File: config.mk
export PLATFORM = sky130hd
export DESIGN_NAME = unary_run_header
export DESIGN_NICKNAME = d
export VERILOG_FILES = /design/src/hw/rtl/urh_pkg.sv /design/src/hw/rtl/urh_front.sv /design/src/hw/rtl/urh_queue.sv /design/src/hw/rtl/urh_back.sv /design/src/hw/rtl/unary_run_header.sv
export SDC_FILE = /design/constraint.sdc
export NUM_CORES = 1
export LEC_CHECK = 0
export ABC_AREA = 0
export BUFFER_PORTS_ARGS = -buffer_cell sky130_fd_sc_hd__clkbuf_2
export CORE_ASPECT_RATIO = 1.75
export CORE_MARGIN = 3
export CORE_UTILIZATION = 46
export CTS_CLUSTER_DIAMETER = 100
export DETAILED_ROUTE_END_ITERATION = 7
export PLACE_DENSITY = 0.66
export REMOVE_ABC_BUFFERS = 1
export SLEW_MARGIN = 20
export SYNTH_ARGS = -nofsm -noshare
export SYNTH_HDL_FRONTEND = slang
export SYNTH_SLANG_ARGS = --single-unit
File: constraint.sdc
create_clock -name i_clk -period 7.2 [get_ports i_clk]
set_input_delay 0.72 -clock i_clk [delete_from_list [all_inputs] [get_ports i_clk]]
set_output_delay 0.72 -clock i_clk [all_outputs]
set_load 0.005 [all_outputs]
File: src/hw/rtl/urh_pkg.sv
// Package for the unary run header block.
// Holds the beat types, command and status codes, and the job type shared by the front,
// the queue and the back end. Depends on nothing.
package urh_pkg;

    localparam int WORD_BITS   = 64;
    localparam int POS_W       = 6;
    localparam int QUEUE_DEPTH = 2;

    localparam logic [1:0] CMD_LOOKUP = 2'd0;
    localparam logic [1:0] CMD_INSERT = 2'd1;
    localparam logic [1:0] CMD_REMOVE = 2'd2;

    localparam logic [1:0] STATUS_OK    = 2'd0;
    localparam logic [1:0] STATUS_EMPTY = 2'd1;
    localparam logic [1:0] STATUS_FULL  = 2'd2;

    typedef logic [POS_W-1:0] t_pos;

    typedef enum logic [1:0] {
        OP_LOOKUP,
        OP_INSERT,
        OP_REMOVE
    } t_op;

    typedef struct packed {
        logic [1:0] command;
        logic [4:0] quotient;
    } t_in_beat;

    typedef struct packed {
        t_pos       run_start;
        t_pos       run_end;
        logic       nonempty;
        logic [1:0] status;
    } t_out_beat;

    // A classified request: decoded operation and the quotient after saturation.
    typedef struct packed {
        t_op  op;
        t_pos quotient;
    } t_job;

endpackage

File: src/hw/rtl/urh_front.sv
// Front end of the unary run header: accepts request beats and classifies them.
// Depends on urh_pkg for the beat, command and job types.
module urh_front #(
    parameter int QUOTIENTS = 32
) (
    input  logic              i_in_valid,
    input  urh_pkg::t_in_beat i_in_data,
    input  logic              i_full,
    output logic              o_in_stall,
    output logic              o_push,
    output urh_pkg::t_job     o_job
);

    urh_pkg::t_pos q_ext;

    assign o_in_stall = i_full;
    assign o_push     = i_in_valid && !i_full;

    always_comb begin
        q_ext = {1'b0, i_in_data.quotient};
        // A quotient beyond the last run addresses the last run.
        if (q_ext >= urh_pkg::t_pos'(QUOTIENTS)) begin
            o_job.quotient = urh_pkg::t_pos'(QUOTIENTS - 1);
        end else begin
            o_job.quotient = q_ext;
        end
        case (i_in_data.command)
            urh_pkg::CMD_LOOKUP: o_job.op = urh_pkg::OP_LOOKUP;
            urh_pkg::CMD_INSERT: o_job.op = urh_pkg::OP_INSERT;
            urh_pkg::CMD_REMOVE: o_job.op = urh_pkg::OP_REMOVE;
            default:             o_job.op = urh_pkg::OP_LOOKUP;
        endcase
    end

endmodule

File: src/hw/rtl/urh_queue.sv
// Short job queue between the front and the back end of the unary run header.
// Depends on urh_pkg for the job type and the queue depth.
module urh_queue (
    input  logic          i_clk,
    input  logic          i_rst_n,
    input  logic          i_push,
    input  urh_pkg::t_job i_job,
    input  logic          i_pop,
    output logic          o_full,
    output logic          o_valid,
    output urh_pkg::t_job o_job
);

    localparam int PTR_W = $clog2(urh_pkg::QUEUE_DEPTH);
    localparam int CNT_W = $clog2(urh_pkg::QUEUE_DEPTH + 1);

    urh_pkg::t_job r_mem [urh_pkg::QUEUE_DEPTH];
    logic [PTR_W-1:0] r_wr_ptr;
    logic [PTR_W-1:0] r_rd_ptr;
    logic [CNT_W-1:0] r_count;

    assign o_full  = (r_count == CNT_W'(urh_pkg::QUEUE_DEPTH));
    assign o_valid = (r_count != '0);
    assign o_job   = r_mem[r_rd_ptr];

    always_ff @(posedge i_clk) begin
        if (i_push) begin
            r_mem[r_wr_ptr] <= i_job;
        end
    end

    always_ff @(posedge i_clk) begin
        if (!i_rst_n) begin
            r_wr_ptr <= '0;
            r_rd_ptr <= '0;
            r_count  <= '0;
        end else begin
            if (i_push) begin
                r_wr_ptr <= PTR_W'(r_wr_ptr + 1'b1);
            end
            if (i_pop) begin
                r_rd_ptr <= PTR_W'(r_rd_ptr + 1'b1);
            end
            if (i_push && !i_pop) begin
                r_count <= CNT_W'(r_count + 1'b1);
            end else if (!i_push && i_pop) begin
                r_count <= CNT_W'(r_count - 1'b1);
            end
        end
    end

endmodule

File: src/hw/rtl/urh_back.sv
// Back end of the unary run header: holds the header word, scans for a run one bit per
// cycle, applies insert or remove and registers the result beat. Depends on urh_pkg.
module urh_back #(
    parameter int QUOTIENTS = 32,
    parameter int CAPACITY  = 32
) (
    input  logic               i_clk,
    input  logic               i_rst_n,
    input  logic               i_job_valid,
    input  urh_pkg::t_job      i_job,
    output logic               o_pop,
    output logic               o_out_valid,
    input  logic               i_out_stall,
    output urh_pkg::t_out_beat o_out_data
);

    // Every run must keep its closing zero inside the word.
    localparam int LIMIT = (CAPACITY < urh_pkg::WORD_BITS - QUOTIENTS) ?
                           CAPACITY : urh_pkg::WORD_BITS - QUOTIENTS;
    localparam urh_pkg::t_pos LAST_POS = urh_pkg::t_pos'(urh_pkg::WORD_BITS - 1);

    typedef enum logic [1:0] {
        S_IDLE,
        S_START,
        S_END,
        S_EXEC
    } t_state;

    t_state                        r_state;
    logic [urh_pkg::WORD_BITS-1:0] r_bits;
    urh_pkg::t_pos                 r_fill;
    urh_pkg::t_op                  r_op;
    urh_pkg::t_pos                 r_q;
    urh_pkg::t_pos                 r_pos;
    urh_pkg::t_pos                 r_zeros;
    urh_pkg::t_pos                 r_start;
    logic                          r_out_valid;
    urh_pkg::t_out_beat            r_out;

    logic [urh_pkg::WORD_BITS-1:0] low_mask;
    logic [urh_pkg::WORD_BITS-1:0] ins_bits;
    logic [urh_pkg::WORD_BITS-1:0] rem_bits;
    urh_pkg::t_pos                 zeros_next;
    logic                          cur_bit;
    logic [urh_pkg::WORD_BITS-1:0] n_bits;
    urh_pkg::t_pos                 n_fill;
    urh_pkg::t_pos                 n_end;
    logic [1:0]                    n_status;

    assign o_pop       = (r_state == S_IDLE) && i_job_valid && !r_out_valid;
    assign o_out_valid = r_out_valid;
    assign o_out_data  = r_out;

    always_comb begin
        cur_bit    = r_bits[r_pos];
        zeros_next = urh_pkg::t_pos'(r_zeros + 1'b1);
        low_mask   = (urh_pkg::WORD_BITS'(1) << r_start) - urh_pkg::WORD_BITS'(1);
        ins_bits   = (r_bits & low_mask) | (urh_pkg::WORD_BITS'(1) << r_start)
                   | ((r_bits & ~low_mask) << 1);
        rem_bits   = (r_bits & low_mask) | ((r_bits >> 1) & ~low_mask);

        // Outcome of the operation once the run is known.
        n_bits   = r_bits;
        n_fill   = r_fill;
        n_end    = r_pos;
        n_status = urh_pkg::STATUS_OK;
        case (r_op)
            urh_pkg::OP_INSERT: begin
                if (r_fill >= urh_pkg::t_pos'(LIMIT)) begin
                    n_status = urh_pkg::STATUS_FULL;
                end else begin
                    n_bits = ins_bits;
                    n_fill = urh_pkg::t_pos'(r_fill + 1'b1);
                    n_end  = urh_pkg::t_pos'(r_pos + 1'b1);
                end
            end
            urh_pkg::OP_REMOVE: begin
                if (r_start >= r_pos) begin
                    n_status = urh_pkg::STATUS_EMPTY;
                end else begin
                    n_bits = rem_bits;
                    n_fill = urh_pkg::t_pos'(r_fill - 1'b1);
                    n_end  = urh_pkg::t_pos'(r_pos - 1'b1);
                end
            end
            default: begin
            end
        endcase
    end

    always_ff @(posedge i_clk) begin
        if (!i_rst_n) begin
            r_state     <= S_IDLE;
            r_bits      <= '0;
            r_fill      <= '0;
            r_out_valid <= 1'b0;
        end else begin
            // A new result is only made while the output register is empty.
            if (r_state == S_EXEC) begin
                r_out_valid <= 1'b1;
            end else if (!i_out_stall) begin
                r_out_valid <= 1'b0;
            end
            case (r_state)
                S_IDLE: begin
                    if (o_pop) begin
                        r_op    <= i_job.op;
                        r_q     <= i_job.quotient;
                        r_zeros <= '0;
                        r_pos   <= '0;
                        if (i_job.quotient == '0) begin
                            r_start <= '0;
                            r_state <= S_END;
                        end else begin
                            r_state <= S_START;
                        end
                    end
                end
                S_START: begin
                    // Count zeros until the one that closes the previous run.
                    if (!cur_bit && zeros_next == r_q) begin
                        if (r_pos == LAST_POS) begin
                            r_start <= LAST_POS;
                            r_pos   <= LAST_POS;
                        end else begin
                            r_start <= urh_pkg::t_pos'(r_pos + 1'b1);
                            r_pos   <= urh_pkg::t_pos'(r_pos + 1'b1);
                        end
                        r_state <= S_END;
                    end else begin
                        if (!cur_bit) begin
                            r_zeros <= zeros_next;
                        end
                        if (r_pos == LAST_POS) begin
                            r_start <= LAST_POS;
                            r_state <= S_END;
                        end else begin
                            r_pos <= urh_pkg::t_pos'(r_pos + 1'b1);
                        end
                    end
                end
                S_END: begin
                    // The run ends at its first zero, or at the top bit if none.
                    if (!cur_bit || r_pos == LAST_POS) begin
                        r_state <= S_EXEC;
                    end else begin
                        r_pos <= urh_pkg::t_pos'(r_pos + 1'b1);
                    end
                end
                S_EXEC: begin
                    r_bits          <= n_bits;
                    r_fill          <= n_fill;
                    r_out.run_start <= r_start;
                    r_out.run_end   <= n_end;
                    r_out.nonempty  <= (r_start != n_end);
                    r_out.status    <= n_status;
                    r_state         <= S_IDLE;
                end
                default: r_state <= S_IDLE;
            endcase
        end
    end

endmodule

File: src/hw/rtl/unary_run_header.sv
// Top level of the unary run header of a pocket-dictionary filter.
// Instantiates urh_front, urh_queue and urh_back; types come from urh_pkg.
//
//   channel   direction  handshake                 beat
//   request   in         i_in_valid / o_in_stall   urh_pkg::t_in_beat  (command, quotient)
//   result    out        o_out_valid / i_out_stall urh_pkg::t_out_beat (start, end, flags)
//
// After a request is accepted, it leaves the queue, the back end scans the header bits up to
// and including the zero that closes the run, and the change is applied as the result is
// registered. The scan walks the 64-bit word one bit per cycle.
// A synchronous reset empties the header and the queue at once; there is no clearing pass.
// The back end takes the next job only once the result has left the output register, so
// it does not start on a request before it is through with the last one.
// A stalled result holds in the output register while the front keeps taking requests
// into the two-entry queue until it fills.
module unary_run_header #(
    parameter int QUOTIENTS = 32,
    parameter int CAPACITY  = 32
) (
    input  logic               i_clk,
    input  logic               i_rst_n,
    input  logic               i_in_valid,
    output logic               o_in_stall,
    input  urh_pkg::t_in_beat  i_in_data,
    output logic               o_out_valid,
    input  logic               i_out_stall,
    output urh_pkg::t_out_beat o_out_data
);

    // Front to queue.
    logic          push;
    urh_pkg::t_job push_job;
    logic          queue_full;

    // Queue to back end.
    logic          job_valid;
    urh_pkg::t_job job;
    logic          pop;

    // The front decodes the command (the unused code acts as a lookup) and saturates the
    // quotient to the last run, so the back end only ever sees legal jobs.
    urh_front #(
        .QUOTIENTS (QUOTIENTS)
    ) u_front (
        .i_in_valid (i_in_valid),
        .i_in_data  (i_in_data),
        .i_full     (queue_full),
        .o_in_stall (o_in_stall),
        .o_push     (push),
        .o_job      (push_job)
    );

    // The queue decouples request acceptance from the multi-cycle scan.
    urh_queue u_queue (
        .i_clk   (i_clk),
        .i_rst_n (i_rst_n),
        .i_push  (push),
        .i_job   (push_job),
        .i_pop   (pop),
        .o_full  (queue_full),
        .o_valid (job_valid),
        .o_job   (job)
    );

    // The back end owns the header word and the fill count. It takes a new job only once
    // the previous result has left the output register.
    urh_back #(
        .QUOTIENTS (QUOTIENTS),
        .CAPACITY  (CAPACITY)
    ) u_back (
        .i_clk       (i_clk),
        .i_rst_n     (i_rst_n),
        .i_job_valid (job_valid),
        .i_job       (job),
        .o_pop       (pop),
        .o_out_valid (o_out_valid),
        .i_out_stall (i_out_stall),
        .o_out_data  (o_out_data)
    );

endmodule

Yosys cells after proc, flatten, opt, wreduce, memory -nomap -nowiden

Memory sizes are Yosys's and may differ from the RTL's. A register that Yosys moved wholly into a read port is not among the register bits.
Cells that the tools add are included.
Widths: inputs -> output; s select.

Register bits: 118
Bits in writable memories: 14
Word-level logic and storage cells: 129
Memories: 1

Memory list:

| name          | depth | width | rd ports | clocked after Yosys merged registers in | wr ports | RTL line        | RTL |
|---|---|---|---|---|---|---|---|
| u_queue.r_mem | 2     | 7     | 1        | 1                                       | 1        | urh_queue.sv:17 | `urh_pkg::t_job r_mem [urh_pkg::QUEUE_DEPTH];` |

$add $sub $neg: 10
Magnitude comparators: 3
Equal/unequal tests: 22
Shifts and indexed selects: 1
Muxes and demuxes: 43
Bitwise logic cells: 7
Reduce and logical (&&, ||, !) cells: 26

Operators with widths:

| cell                  | count |
|---|---|
| $or 64x64->64         | 3 |
| $mux 64               | 2 |
| $pmux 64 s2           | 1 |
| $mux 6                | 15 |
| $and 63x64->64        | 1 |
| $and 64x64->64        | 1 |
| $not 64->64           | 1 |
| $shl 1x6->64 const A  | 1 |
| $sub 64x2->64 const B | 1 |
| $and 63x63->63        | 1 |
| $pmux 6 s2            | 4 |
| $add 6x1->6 const B   | 3 |
| $pmux 6 s3            | 1 |
| $mux 2                | 8 |
| $reduce_and 5->1      | 3 |
| $ne 2x2->1 const B    | 7 |
| $sub 6x1->6 const B   | 2 |
| $eq 2x2->1 const B    | 5 |
| $mux 1                | 8 |
| $pmux 2 s2            | 2 |
| $pmux 2 s4            | 1 |
| $reduce_bool 2->1     | 4 |
| $lt 6x7->1 const B    | 1 |
| $bmux 1 s6            | 1 |
| 21 further kinds      | 35 |

Logic depth before layout (Yosys ltp)

Depth after elaboration: 7
Mapped depth: 14
Mapped depth without buffers: 11

By module

From an unflattened synthesis, not the netlist that was laid out.

Cell total of the unflattened synthesis: 1119
Area, all modules: 9326.4 um2

By module, submodules not included:

| module    | times used | cells an instance | area an instance (um2) | sequential area each (um2) |
|---|---|---|---|---|
| urh_back  | 1          | 1061              | 8451.9                 | 2692.6 |
| urh_queue | 1          | 47                | 797.0                  | 580.6 |
| urh_front | 1          | 11                | 77.6                   | 0.0 |

Worst setup path after synthesis

No wires, ideal clock.

Path kind: reg-to-reg
From: register u_back.r_start[0]
To: register u_back.r_out (netlist bit u_back.o_out_data[2]), data pin
Setup time: 0.266 ns
Arrival: 3.035 ns
Data required time: 6.934 ns
Setup slack: 3.899 ns
Stages on the path, launching flop included: 12
Path buffers: 2
Clock period less this slack: 3.301 ns
Cells stage by stage: edfxtp_1 clkbuf_1 clkbuf_1 inv_1 ha_1 nand2b_1 a2111o_1 a21oi_1 mux2_2 a21boi_0 xnor2_1 nand4_1

Longest elaborated chain between the ends: 4

Ends and longest elaborated chain:

| what                     | RTL line        | RTL |
|---|---|---|
| start: declaration       | urh_back.sv:36  | `urh_pkg::t_pos r_start;` |
| start signal: assignment | urh_back.sv:126 | `r_start <= urh_pkg::t_pos'(r_pos + 1'b1);` |
| $ge 6x6->1               | urh_back.sv:78  | `if (r_start >= r_pos) begin` |
| $mux 6                   | urh_back.sv:78  |  |
| $pmux 6 s2               | urh_back.sv:67  | `case (r_op)` |
| $ne 6x6->1 *             | urh_back.sv:155 | `r_out.nonempty <= (r_start != n_end);` |
| end: declaration         | urh_back.sv:38  | `urh_pkg::t_out_beat r_out;` |

Every way passes the cells marked *; elsewhere a longest branch is shown, timed or not.
A chain may end at the register's enable or synchronous reset.

==> impl_metrics.ini <==
[drt]
post_drt_wl_per_cell_um = 23.8
vias = 9627
dr.max_layer_used = met4
drc = 11
wl_met1_mm = 11.7
drt-initial-drc-count = 1459
viasPerCell = 6.83
wl_met3_mm = 2.53
firstDrtPassIters = 8
ant_nets = 0
wl_mm = 33.5
dr_wl_met2_mm = 16.6

[sta]
layout_min_cycle_time_ns = 4.15
worst-slew-pin-transition_ns = 1.06
max_slew_margin = 0.292
final_max_slew_viol_count = 0
rsz0062_at_grt = no
setup_violations = 0
fin_skew_ns = 0.0109
hold_viol = 0
fmax_mhz = 241
fin_tns_setup_ns = 0
post-route-period-util = 0.577

[setup_path]
cpLargestDelayFamily = compound AO/OA/AOI/OAI gates
r2r_slack_ns = 3.05
critPathBufInv = 2
required_ns = 7.56
cp_slowest_stage_delay_ns = 0.84
crit_fanout = 48
critPathCaptureType = register
crit_chain = buf_4, ha_1, o21ai_0, a21oi_1, a21o_1, a21oi_4, buf_4, o2111ai_1, a21o_1, a21oi_1
cp.arrival_ns = 4.52
crit_type = register to register
cpMaxStageDelayCell = edfxtp_1
cp-start-kind = register

[placement]
place_area_um2 = 9770
gp_congestion = 0.997
dp_hpwl_mm = 23.0
port_buffers = 27

[power]
p_seq_frac = 0.350
ir_drop_uv = 145
powerDensity_nw_per_um2 = 254
p_sw_w = 0.00102
p_total_w = 0.00263
clkPwrFrac = 0.334
p_sw_frac = 0.389
p_comb_frac = 0.316
power.leakage_nw = 3.54
internal-power_w = 0.00161

[run_status]
status = complete, but fails checks
violations = DRC

[synth]
synth_top_area_frac = 0.170
synth_edf_count = 54
synth_area_per_cell_um2 = 8.11
synth.distinct_cells = 90
netlist_top_cells_area = edfxtp_1 17%, dfxtp_1 16%, nand2_1 5.5%, a21oi_1 5.4%, o21ai_0 4.6%
yosysTopAreaCell = edfxtp_1
ys_ff_latch = 132
yosys_warnings = 0
yosysSeqAreaShare = 0.333
syn_area_um2 = 9550
postSynthCellCount = 1178
synthFlopType = dfxtp_1
async_flop_share = 0

[clock_tree]
clockBufferDepth = 2
clock_sinks = 132
clk_pin_slew_ns = 0.07
post_cts_buffers = 0
cts_resized = 0
cts_tree = built
cts_root_buf = clkbuf_16
clock_latency_ns = 0.44
numCtsBuffers = 17
hold_buffers = 0
cts_htree_levels = 4

[global_route]
grt_max_degree = 54
grt_pass1_vias = 9389
antenna_found_initial = 0
track_usage = 0.295
gr-total-overflow = 0
grt_pass1_wl_mm = 51.8

[finish]
areaGrowthSynthToFinish_pct = 8.34
antenna_cells = 0
final_nets = 1183
drive_gt1_frac = 0.103
final_area_um2 = 10300

[floorplanning]
coreArea_um2 = 20400
die_h_um = 197
rows = 69
initial_core_util = 0.469
die_x_um = 115
ios = 28
dieArea_um2 = 22600

[hold_path]
worstHoldPathType = register to register

[flow_run]
drv_cap = 0
-- per-stage QoR --
stage,setup WS [ns],std cells,util,hold WS (ns)
floorplan,2.58,1082,-,0.436
global placement,3.25,1378,0.479,0.444
detailed placement,3.23,1378,0.479,0.451
CTS,3.20,1410,0.508,0.462
global route,2.90,1410,0.508,0.472
finish,3.05,1410,0.508,0.460
-- final timing paths --
check / cells after the start / to / from
setup / recovery: 10 / register / u_back.r_start[3]$_SDFFCE_PN0P_
hold / removal: 2 / u_back.r_fill[4]$_SDFFE_PN0P_ / u_back.r_fill[4]$_SDFFE_PN0P_
setup reg to reg: 10 / register / u_back.r_start[3]$_SDFFCE_PN0P_
hold reg to reg: 2 / u_back.r_fill[4]$_SDFFE_PN0P_ / u_back.r_fill[4]$_SDFFE_PN0P_
-- worst reg2reg max path: stages (launching register included) --
cell and delay [ns]:
edfxtp_1 0.84, buf_4 0.50, ha_1 0.32, o21ai_0 0.07, a21oi_1 0.15, a21o_1 0.31
a21oi_4 0.74, buf_4 0.59, o2111ai_1 0.22, a21o_1 0.22, a21oi_1 0.13
-- routing by layer --
| layer | vias to the layer above | track usage |
|---|---|---|
| met1 | 4591 | 0.324 |
| met4 | 0 | 0.228 |
| met5 | - | 0 |
| met3 | 172 | 0.0501 |
| li1 | 4307 | - |
| met2 | 557 | 0.495 |
-- power groups by stage --
stage	combinational (W)	clock [W]	sequential [W]
6_report	0.000831	0.000877	0.000920
5_1_grt	0.000892	0.000911	0.000925
3_5_place_dp	0.000807	0	0.000936
2_1_floorplan	0.000529	0	0.000950
4_1_cts	0.000811	0.000880	0.000919
3_3_place_gp	0.000801	0	0.000934
-- synthesized netlist by cell type, types with 13 or more instances --
library cell,n
a21o_1,15
a21oi_1,103
a221oi_1,13
a31oi_1,28
and3_1,17
buf_2,22
clkbuf_1,67
dfxtp_1,78
edfxtp_1,54
ha_1,22
inv_1,34
mux2i_1,13
nand2_1,140
nand2b_1,14
nand3_1,50
nor2_1,103
nor3_1,27
o21a_1,19
o21ai_0,87
xnor2_1,22
xor2_1,16
-- cell usage in the layout, fill, tap and decap left out, types with 16 or more instances in the layout --
cell type	instances
nand2_1	140
xnor2_1	22
nor2_1	103
edfxtp_1	54
buf_4	21
clkbuf_2	27
clkbuf_16	17
and3_1	17
nand3_1	50
ha_1	21
xor2_1	16
o21ai_0	87
o21a_1	19
inv_1	34
a31oi_1	28
nor3_1	26
dfxtp_1	78
a21oi_1	102
-- layout make-up --
class	count	area [um^2]
clock buffer	17	425
sequential	132	3180
tap	248	310
clock inverter	15	155
multi-input combinational	912	5840
inverter	38	143
fill	1945	10000
timing repair buffer	48	293
-- logic make-up after synthesis --
family / share of synthesized area
simple gates: 0.202
compound gates: 0.273
buf+inv: 0.0584
flops: 0.333
mux: 0.0678
xor+xnor: 0.0348
fa+ha+maj: 0.0309
Power figures use the tool's default switching activity.
